--- src/rtl/ssr_pkg.sv ---
// ----------------------------------------------------------------------------
// ssr_pkg: shared types and constants of the streaming substring replacer
// Item layouts of the text channels, register indexes and fixed sizes.
// ----------------------------------------------------------------------------
`default_nettype none

package ssr_pkg;

  localparam int ByteW          = 8;
  localparam int LenW           = 4;
  localparam int CfgDataW       = 64;
  localparam int CfgIdxW        = 2;
  localparam int MaxPatternDef  = 8;
  localparam int MaxReplacement = 8;
  // A burst holds either a whole replacement or a flushed window.
  localparam int BurstDepth     = 8;
  localparam int CntW           = 4;

  // Configuration register indexes.
  localparam logic [CfgIdxW-1:0] CfgPatternBytes     = 2'd0;
  localparam logic [CfgIdxW-1:0] CfgPatternLength    = 2'd1;
  localparam logic [CfgIdxW-1:0] CfgReplacementBytes = 2'd2;
  localparam logic [CfgIdxW-1:0] CfgReplacementLength = 2'd3;

  typedef struct packed {
    logic             end_of_text;
    logic             has_byte;
    logic [ByteW-1:0] text_byte;
  } in_item_t;

  typedef struct packed {
    logic             text_done;
    logic             last_of_run;
    logic             out_valid;
    logic [ByteW-1:0] out_byte;
  } out_item_t;

endpackage

`default_nettype wire

--- src/rtl/ssr_stream_if.sv ---
// ----------------------------------------------------------------------------
// ssr_stream_if: valid/ready channel for one word of a given item type
// The source drives valid and data, the sink drives ready.
// ----------------------------------------------------------------------------
`default_nettype none

interface ssr_stream_if #(
  parameter type item_t = logic
);
  logic  valid;
  logic  ready;
  item_t data;

  modport source (output valid, output data, input ready);
  modport sink   (input valid, input data, output ready);
endinterface

`default_nettype wire

--- src/rtl/streaming_substring_replace.sv ---
// ----------------------------------------------------------------------------
// streaming_substring_replace: byte stream find and replace
// Replaces each leftmost, non-overlapping occurrence of a pattern of up to
// MaxPattern bytes by a replacement of up to eight bytes, one byte per word.
// ----------------------------------------------------------------------------
//  channel     | dir | word                                        | accepted when
//  text_in_i   | in  | text_byte, has_byte, end_of_text            | valid & ready
//  text_out_o  | out | out_byte, out_valid, last_of_run, text_done | valid & ready
//  cfg_*       | in  | register index and 64-bit data              | cfg_we_i
//
//  Text flows at a byte per cycle while the output is ready and each input
//  word yields at most one output word. A word that yields more holds the input
//  while the burst register drains through the output register, one word per
//  cycle unless stalled. Reset loads the register defaults and empties the
//  window; no clearing pass. Output stalls fill the burst register first.
// ----------------------------------------------------------------------------
`default_nettype none

module streaming_substring_replace #(
  parameter int MaxPattern = ssr_pkg::MaxPatternDef
) (
  input  wire logic                          clk_i,
  input  wire logic                          rst_ni,
  ssr_stream_if.sink                         text_in_i,
  ssr_stream_if.source                       text_out_o,
  input  wire logic                          cfg_we_i,
  input  wire logic [ssr_pkg::CfgIdxW-1:0]   cfg_idx_i,
  input  wire logic [ssr_pkg::CfgDataW-1:0]  cfg_data_i
);

  localparam int FillW = $clog2(MaxPattern + 1);
  localparam int ByteW = ssr_pkg::ByteW;
  localparam int LenW  = ssr_pkg::LenW;
  localparam int CntW  = ssr_pkg::CntW;
  localparam int Depth = ssr_pkg::BurstDepth;

  // Configuration registers.
  logic [ssr_pkg::CfgDataW-1:0] pat_bytes_q, rep_bytes_q;
  logic [LenW-1:0]              pat_len_q, rep_len_q;

  // Match window.
  logic [ByteW-1:0] win_q [MaxPattern];
  logic [ByteW-1:0] win_d [MaxPattern];
  logic [FillW-1:0] fill_q, fill_d;

  // Burst register and output register.
  logic [ByteW-1:0]   bbyte_q [Depth];
  logic [ByteW-1:0]   bbyte_d [Depth];
  logic [CntW-1:0]    bcnt_q, bcnt_d;
  logic               beot_q, beot_d;
  logic               bvld_q, bvld_d;
  logic               ov_q, ov_d;
  ssr_pkg::out_item_t out_q, out_d;

  logic             in_rdy, acc;
  logic [ByteW-1:0] in_b;
  logic             has, eot;
  logic [FillW-1:0] plen, af;
  logic [CntW-1:0]  rlen, n, lcnt;
  logic             full, hit, miss, lvld;
  logic [ByteW-1:0] aw [MaxPattern];
  logic [ByteW-1:0] aw_ext [Depth];
  logic [ByteW-1:0] lst [Depth];

  logic [ByteW-1:0] sb [Depth];
  logic [CntW-1:0]  sc;
  logic             se, sv, out_free;

  assign in_b = text_in_i.data.text_byte;
  assign has  = text_in_i.data.has_byte;
  assign eot  = text_in_i.data.end_of_text;

  // The input waits while any word is still held in the burst register.
  assign in_rdy          = (bcnt_q == '0);
  assign text_in_i.ready = in_rdy;
  assign acc             = text_in_i.valid && in_rdy;

  // Lengths as the datapath uses them: zero pattern length acts as one.
  always_comb begin
    if (pat_len_q == '0) begin
      plen = FillW'(1);
    end else if (pat_len_q > LenW'(MaxPattern)) begin
      plen = FillW'(MaxPattern);
    end else begin
      plen = FillW'(pat_len_q);
    end
    if (rep_len_q > LenW'(ssr_pkg::MaxReplacement)) begin
      rlen = CntW'(ssr_pkg::MaxReplacement);
    end else begin
      rlen = CntW'(rep_len_q);
    end
  end

  always_ff @(posedge clk_i or negedge rst_ni) begin
    if (!rst_ni) begin
      pat_bytes_q <= '0;
      pat_len_q   <= LenW'(1);
      rep_bytes_q <= '0;
      rep_len_q   <= '0;
    end else if (cfg_we_i) begin
      unique case (cfg_idx_i)
        ssr_pkg::CfgPatternBytes: pat_bytes_q <= cfg_data_i;
        ssr_pkg::CfgPatternLength: begin
          // The window must never hold more bytes than the pattern length.
          if (fill_q == '0) pat_len_q <= cfg_data_i[LenW-1:0];
        end
        ssr_pkg::CfgReplacementBytes: rep_bytes_q <= cfg_data_i;
        ssr_pkg::CfgReplacementLength: rep_len_q <= cfg_data_i[LenW-1:0];
        default: ;
      endcase
    end
  end

  // Window with the new byte appended, match test and the result list.
  always_comb begin
    for (int i = 0; i < MaxPattern; i++) begin
      aw[i] = (has && fill_q == FillW'(i)) ? in_b : win_q[i];
    end
    for (int i = 0; i < Depth; i++) begin
      aw_ext[i] = '0;
    end
    for (int i = 0; i < MaxPattern; i++) begin
      aw_ext[i] = aw[i];
    end

    af   = has ? fill_q + FillW'(1) : fill_q;
    full = has && (fill_q + FillW'(1) == plen);
    hit  = full;
    for (int i = 0; i < MaxPattern; i++) begin
      if (FillW'(i) < plen && aw[i] != pat_bytes_q[ByteW*i +: ByteW]) hit = 1'b0;
    end
    miss = full && !hit;

    // Every list is either the replacement or a prefix of the window.
    if (hit) begin
      n = rlen;
    end else if (miss) begin
      n = eot ? CntW'(plen) : CntW'(1);
    end else begin
      n = eot ? CntW'(af) : '0;
    end

    for (int i = 0; i < Depth; i++) begin
      if (n == '0) begin
        lst[i] = '0;
      end else if (hit) begin
        lst[i] = rep_bytes_q[ByteW*i +: ByteW];
      end else begin
        lst[i] = aw_ext[i];
      end
    end
    // An end of text that yields no byte still sends a bare end marker.
    lcnt = (eot && n == '0) ? CntW'(1) : n;
    lvld = (n != '0);

    win_d  = aw;
    fill_d = af;
    if (eot || hit) begin
      fill_d = '0;
    end else if (miss) begin
      fill_d = plen - FillW'(1);
      for (int i = 0; i < MaxPattern - 1; i++) begin
        win_d[i] = aw[i+1];
      end
    end
  end

  // The first word of a fresh list goes straight to the output register when
  // it is free; the rest waits in the burst register.
  always_comb begin
    sb = acc ? lst  : bbyte_q;
    sc = acc ? lcnt : bcnt_q;
    se = acc ? eot  : beot_q;
    sv = acc ? lvld : bvld_q;

    bbyte_d  = sb;
    bcnt_d   = sc;
    beot_d   = se;
    bvld_d   = sv;
    ov_d     = ov_q;
    out_d    = out_q;
    out_free = !ov_q || text_out_o.ready;

    if (out_free) begin
      ov_d = 1'b0;
      if (sc != '0) begin
        ov_d              = 1'b1;
        out_d.out_byte    = sb[0];
        out_d.out_valid   = sv;
        out_d.last_of_run = (sc == CntW'(1));
        out_d.text_done   = (sc == CntW'(1)) && se;
        for (int i = 0; i < Depth - 1; i++) begin
          bbyte_d[i] = sb[i+1];
        end
        bbyte_d[Depth-1] = '0;
        bcnt_d = sc - CntW'(1);
      end
    end
  end

  always_ff @(posedge clk_i or negedge rst_ni) begin
    if (!rst_ni) begin
      fill_q <= '0;
      bcnt_q <= '0;
      ov_q   <= 1'b0;
    end else begin
      if (acc) fill_q <= fill_d;
      bcnt_q <= bcnt_d;
      ov_q   <= ov_d;
    end
  end

  always_ff @(posedge clk_i) begin
    if (acc) win_q <= win_d;
    bbyte_q <= bbyte_d;
    beot_q  <= beot_d;
    bvld_q  <= bvld_d;
    out_q   <= out_d;
  end

  assign text_out_o.valid = ov_q;
  assign text_out_o.data  = out_q;

endmodule

`default_nettype wire

--- src/flat_wrapper.sv ---
// flat-port wrapper written by rule: the top's interface ports become plain ports
module streaming_substring_replace_flat 
#(
  parameter int MaxPattern = ssr_pkg::MaxPatternDef
)
  (clk_i, rst_ni, cfg_we_i, cfg_idx_i, cfg_data_i, text_in_i_valid, text_in_i_data, text_in_i_ready, text_out_o_valid, text_out_o_data, text_out_o_ready);
  ssr_stream_if #(.item_t(ssr_pkg::in_item_t)) text_in_i_i ();
  ssr_stream_if #(.item_t(ssr_pkg::out_item_t)) text_out_o_i ();
  input  wire logic clk_i;
  input  wire logic rst_ni;
  input  wire logic cfg_we_i;
  input  wire logic [ssr_pkg::CfgIdxW-1:0] cfg_idx_i;
  input  wire logic [ssr_pkg::CfgDataW-1:0] cfg_data_i;
  input wire logic [$bits(text_in_i_i.valid)-1:0] text_in_i_valid;
  input wire logic [$bits(text_in_i_i.data)-1:0] text_in_i_data;
  output wire logic [$bits(text_in_i_i.ready)-1:0] text_in_i_ready;
  output wire logic [$bits(text_out_o_i.valid)-1:0] text_out_o_valid;
  output wire logic [$bits(text_out_o_i.data)-1:0] text_out_o_data;
  input wire logic [$bits(text_out_o_i.ready)-1:0] text_out_o_ready;
  assign text_in_i_i.valid = text_in_i_valid;
  assign text_in_i_i.data = text_in_i_data;
  assign text_in_i_ready = text_in_i_i.ready;
  assign text_out_o_valid = text_out_o_i.valid;
  assign text_out_o_data = text_out_o_i.data;
  assign text_out_o_i.ready = text_out_o_ready;
  streaming_substring_replace #(.MaxPattern(MaxPattern)) u_core (.clk_i(clk_i), .rst_ni(rst_ni), .text_in_i(text_in_i_i), .text_out_o(text_out_o_i), .cfg_we_i(cfg_we_i), .cfg_idx_i(cfg_idx_i), .cfg_data_i(cfg_data_i));
endmodule
--- config.mk ---
export PLATFORM = sky130hd
export DESIGN_NAME = streaming_substring_replace_flat
export DESIGN_NICKNAME = d
export VERILOG_FILES = /design/src/rtl/ssr_pkg.sv /design/src/rtl/ssr_stream_if.sv /design/src/rtl/streaming_substring_replace.sv /design/src/flat_wrapper.sv
export SDC_FILE = /design/constraint.sdc
export NUM_CORES = 1
export LEC_CHECK = 0
export BUFFER_PORTS_ARGS = -buffer_cell sky130_fd_sc_hd__buf_2
export CORE_ASPECT_RATIO = 0.7
export CORE_MARGIN = 1.5
export CORE_UTILIZATION = 45
export CTS_BUF_LIST = sky130_fd_sc_hd__clkbuf_4
export DETAILED_ROUTE_END_ITERATION = 12
export HOLD_SLACK_MARGIN = 0.12
export SLEW_MARGIN = 20
export SYNTH_ARGS = -nofsm -noshare
export SYNTH_HDL_FRONTEND = slang
export SYNTH_SLANG_ARGS = --single-unit
--- constraint.sdc ---
create_clock -name clk_i -period 4.8 [get_ports clk_i]
set_input_delay 0.48 -clock clk_i [delete_from_list [all_inputs] [get_ports clk_i]]
set_output_delay 0.48 -clock clk_i [all_outputs]
set_load 0.02 [all_outputs]
==> Yosys cells after proc, flatten, opt, wreduce, memory -nomap -nowiden <==
Index checks and enable logic that the tools add are counted.
{ "word_totals": {"reg_bits": 286, "inputBits": 81, "out_inout_bits": 13, "word_cells": 153} }
{ "op_classes": {"n_addsub": 3, "order_cmp": 10, "eq_ne": 20, "mux": 54, "n_reduce_logical": 37} }
{ "op_table": {"columns": ["op", "count"], "rows": [
  ["$mux 64", 3],
  ["$mux 8", 24],
  ["$mux 56", 2],
  ["$ne 8x8->1", 8],
  ["$mux 4", 14],
  ["$logic_and 1x1->1", 21],
  ["$eq 4x3->1 const B", 4],
  ["$logic_not 4->1", 4],
  ["$lt 3x4->1 const A", 4],
  ["$mux 1", 11],
  ["$eq 4x1->1 const B", 2],
  ["$eq 4x2->1 const B", 2],
  ["$gt 4x4->1 const B", 2],
  ["$lt 1x4->1 const A", 2],
  ["$lt 2x4->1 const A", 2],
  ["$reduce_and 2->1", 4],
  ["$reduce_bool 4->1", 2],
  ["$sub 4x1->4 const B", 2],
  ["$add 4x1->4 const B", 1],
  ["$eq 2x2->1 const B", 2],
  ["$eq 4x4->1", 1],
  ["$reduce_and 3->1", 1],
  ["$eq 2x1->1 const B", 1],
  ["$logic_not 1->1", 2],
  ["other kinds (2)", 3]
]} }

==> Longest topological paths before layout <==
{ "logic_depth": {"word_depth": 24, "mapped_depth": 21, "ltp_nobuf": 18} }

==> Worst setup path before layout <==
Ideal clock, no wire load.
{ "synth_path": {"kind": "reg-to-reg", "start": "reg u_core.fill_q[0]", "end": "reg u_core.bbyte_q[36] (netlist bit)", "setup_time_ns": 0.120, "t_arrival_ns": 4.909, "required_time_ns": 4.680, "slack_ns": -0.229, "stages_incl_launch_ff": 19, "path_buffers": 1, "period_less_slack_ns": 5.029, "cell_sequence": "dfrtp_1 > inv_1 > ha_1 > and4bb_2 > a2111oi_0 > a211oi_1 > a2111oi_1 > nand4_1 > o41ai_1 > nand3_1 > mux2i_1 > o31a_1 > nor2_1 > ha_1 > nand2_1 > o31ai_4 > buf_2 > mux2_2 > a211o_1"} }
{ "synth_rtl": {"columns": ["item", "line", "rtl"], "rows": [
  ["start, declared", "streaming_substring_replace.sv:44", "logic [FillW-1:0] fill_q, fill_d;"],
  ["start signal, assigned", "streaming_substring_replace.sv:207", "if (acc) fill_q <= fill_d;"],
  ["end signal, assigned", "streaming_substring_replace.sv:215", "bbyte_q <= bbyte_d;"],
  ["end, declared", "streaming_substring_replace.sv:47", "logic [ByteW-1:0] bbyte_q [Depth];"]
]} }

==> impl_results.md <==
* Outcome: finished, violations left
* Failing checks: setup timing
* DR pass1 iterations at 6
* Worst Setup Path Type: flop to flop
* Die height at 158 um
* Vias in the first global route at 13600
* Share of flip-flops with an asynchronous set or reset at 50.7%
* Metal1 wirelength at 25.3 mm
* Worst setup path start: u_core.fill_q[0]$_DFFE_PN0P_
* Startpoint Class: flop
* Final clock skew at 0.0503 ns
* WHS Path Cells at 3
* Ys flop type: dfrtp_1
* Io pins at 94
* Final Non-Filler Cells at 2399
* Drt total wl at 56.8 mm
* Clock Power Share at 22.8%
* F_max at 196 MHz
* FF-to-FF setup slack at -0.30 ns
* Max incr delay on CP at 0.43 ns
* Multi-input gate area at 8250 um2
* Area Overhead vs Synth at 35.9%
* Most common cell in the netlist: nor2_1
* Mapped Cells at 1524
* Leak Pwr at 8.96 nW
* CTS Buf Count at 76
* Port Buffers at 93
* Syn_nets at 1615
* Worst Hold Class: input port to flop
* DR WL/cell at 23.7 um
* Synth top area share at 23.4%
* Logic gate share of total power at 41.0%
* Final setup viols at 77
* Root buf cell: clkbuf_4
* Initial core utilization at 45.9%
* RSZ-0062 raised after global routing: true
* DP Wirelength at 38.9 mm
* Average footprint of a synthesized cell at 10.1 um2
* DRT antenna net count at 0
* DRC at 0
* Worst EP required at 5.45 ns
* Reg area at 7200 um2
* Worst r2r src: u_core.fill_q[0]$_DFFE_PN0P_
* Number of flops mapped to enable cells by yosys at 75
* Power Dens Cells at 491 nW/um2
* Post-synth top area cell: dfrtp_1
* Internal at 6.52 mW
* Most numerous cell on the critical path: buf_6
* PnR worst setup slack at -0.301 ns
* Syn. warnings at 0
* WL met2 at 24.3 mm
* DR WL met3 at 5.75 mm
* Synth Register Bits at 286
* Via count at 14200
* Row Count at 56
* Synthesized area at 15400 um2
* Core area at 33600 um2
* Initial drt markers at 1729
* Max layer used: met4
* Max-slew violations at 0
* Die area at 35400 um2
* Hold path startpoint: text_out_o_ready
* Place WS at -0.362 ns
* R2R cell count at 28
* CTS tree: done
* Worst slew pin tran at 0.968 ns
* Nets@finish at 1994
* Layout cells sized above 1 at 36.7%
* Initial antenna violation count at 1
* Final std cell area, no fill at 20900 um2
* Width of the die at 224 um
* Final Critical Period at 5.10 ns
* Post-detailed-placement cell area at 17700 um2
* Slowest CP cell: o41ai_4
* Final hold viol count at 0
* Post-synth top cells: 150 x nor2_1, 144 x dfrtp_1, 144 x mux2_2, 120 x mux2i_1, 111 x nand2_1
* Number of max-cap violations at 0
* Switching share of power at 36.5%
* Clock Tree Buf Depth at 3
* Total GRT Usage at 31.9%
* Arr. time, crit path at 5.76 ns
* Worst hold path endpoint: u_core.text_out_o.valid$_DFFE_PN0N_
* Setup TNS at -16.25 ns
* Cell variety after synth at 69
* Worst flop-to-flop path endpoint: u_core.bbyte_q[20]$_DFF_P_
* Placed Cells at 2135
* Final period util at 106%
* Vias per cell at 5.94
* First-pass GRT wire length at 83.9 mm
* Fillers at 2767
* Gr ovfl total at 0
* Skew-Pair Late Insertion Delay at 0.79 ns
* CTS clk-pin slew, worst paths at 0.06 ns
* Crit. End Element: flop
* Flop pwr share at 36.1%
* Critical-path maximum fanout at 8
* Switch Pwr at 3.75 mW
* Seq/Total Area, Yosys at 46.8%
* Final RePlAce weighted congestion at 0.966
* Clock Sinks at 286
* Slew HR at 35.5%
* Peak supply drop at 0.000263 V
* Pwr Total at 10.3 mW
* Largest net degree at the start of global routing at 86
* H-tree levels at 3
* Area contributors post-synth: dfrtp_1 23%, edfxtp_1 15%, mux2_2 11%, dfxtp_1 8.6%, mux2i_1 7.8%
[power groups by stage]
stage	Combinational, mW	Sequential [mW]	Clock, mW
4_1_cts	3.74	3.66	2.39
6_report	4.21	3.71	2.35
3_3_place_gp	3.24	3.69	0
3_5_place_dp	3.29	3.70	0
2_1_floorplan	2.06	3.52	0
5_1_grt	4.48	3.74	2.51
[worst max path at each step]
stage | end | slack, ns | cells past startpoint
final | u_core.bbyte_q[20]$_DFF_P_ | -0.30 | 28
after global placement | u_core.bbyte_q[32]$_DFF_P_ | -0.30 | 25
after global routing | u_core.bbyte_q[20]$_DFF_P_ | -0.54 | 28
after detailed placement | u_core.bbyte_q[32]$_DFF_P_ | -0.36 | 24
after floorplan | u_core.bbyte_q[36]$_DFF_P_ | 0.01 | 19
after CTS | u_core.bbyte_q[23]$_DFF_P_ | -0.13 | 24
[per-stage QoR]
step	utilization (%)	hold slack, ns
6_report	62.4	0.199
5_1_grt	62.4	0.184
4_1_cts	60.0	0.138
3_5_place_dp	52.7	0.433
3_3_place_gp	52.7	0.427
2_1_floorplan	-	0.184
[cells in the final DEF (no fill, tap or decap), types with 47 or more instances in the layout]
master and count:
buf_4 175, dfrtp_1 144, nor2_1 138, mux2_2 131
clkbuf_4 115, mux2i_1 109, nand2_1 107, buf_2 92
edfxtp_1 75, a21oi_1 71, o21ai_0 70, dlygate4sd3_1 66
dfxtp_1 66, inv_1 49, o22ai_1 47
[worst max-delay path, delay by kind of cell, from the launching register on]
kind,cells,cell delay [ns]
fa+ha+maj,2,0.32
simple gates,6,0.79
flops,1,0.40
compound gates,7,1.58
mux,1,0.17
buf+inv,12,1.70
[area by class of cell]
class	instances	share of cell area (%)
Antenna cell	1	0.0120
Timing Repair Buffer	407	17.5
Clock inverter	23	0.825
Clock buffer	115	4.13
Sequential cell	286	34.4
Multi-Input combinational cell	1077	39.4
Tap cell	435	2.60
Inverter	55	1.09
[layer usage]
| metal | vias to the layer above | track usage, % |
|---|---|---|
| li1 | 6366 | - |
| met1 | 6950 | 45.3 |
| met2 | 807 | 48.0 |
| met3 | 116 | 7.67 |
| met4 | 0 | 9.52 |
| met5 | - | 0 |
[sequential cells by signal, summed over array words and instances, names as in the netlist]
name,count
u_core.rep_len_q,4
u_core.pat_len_q,4
u_core.bbyte_q,64
u_core.beot_q,1
u_core.fill_q,4
u_core.win_q,64
u_core.rep_bytes_q,64
u_core.bvld_q,1
u_core.pat_bytes_q,64
u_core.text_out_o.data,11
u_core.text_out_o.valid,1
u_core.bcnt_q,4
[kinds of logic after synthesis]
| logic type | Yosys count | synth area share [%] |
|---|---|---|
| and+or+nand+nor | 395 | 11.9 |
| AOI/OAI and AO/OA | 339 | 14.0 |
| DFF | 286 | 46.8 |
| xor gates and xnor gates | 69 | 3.92 |
| muxes | 264 | 18.3 |
| buffers and inverters | 161 | 4.24 |
| adders and majority gates | 10 | 0.812 |
[what timing repair did]
item | in CTS | in global routing
pin swaps | 32 | 56
hold buffers | 66 | 0
gates cloned | 7 | 4
hold endpoints to repair | 202 | 0
resized for setup | 83 | 119
endpoints found under the setup margin | 77 | 98
setup buffers | 21 | 33
(Power assumes the default switching activity.)
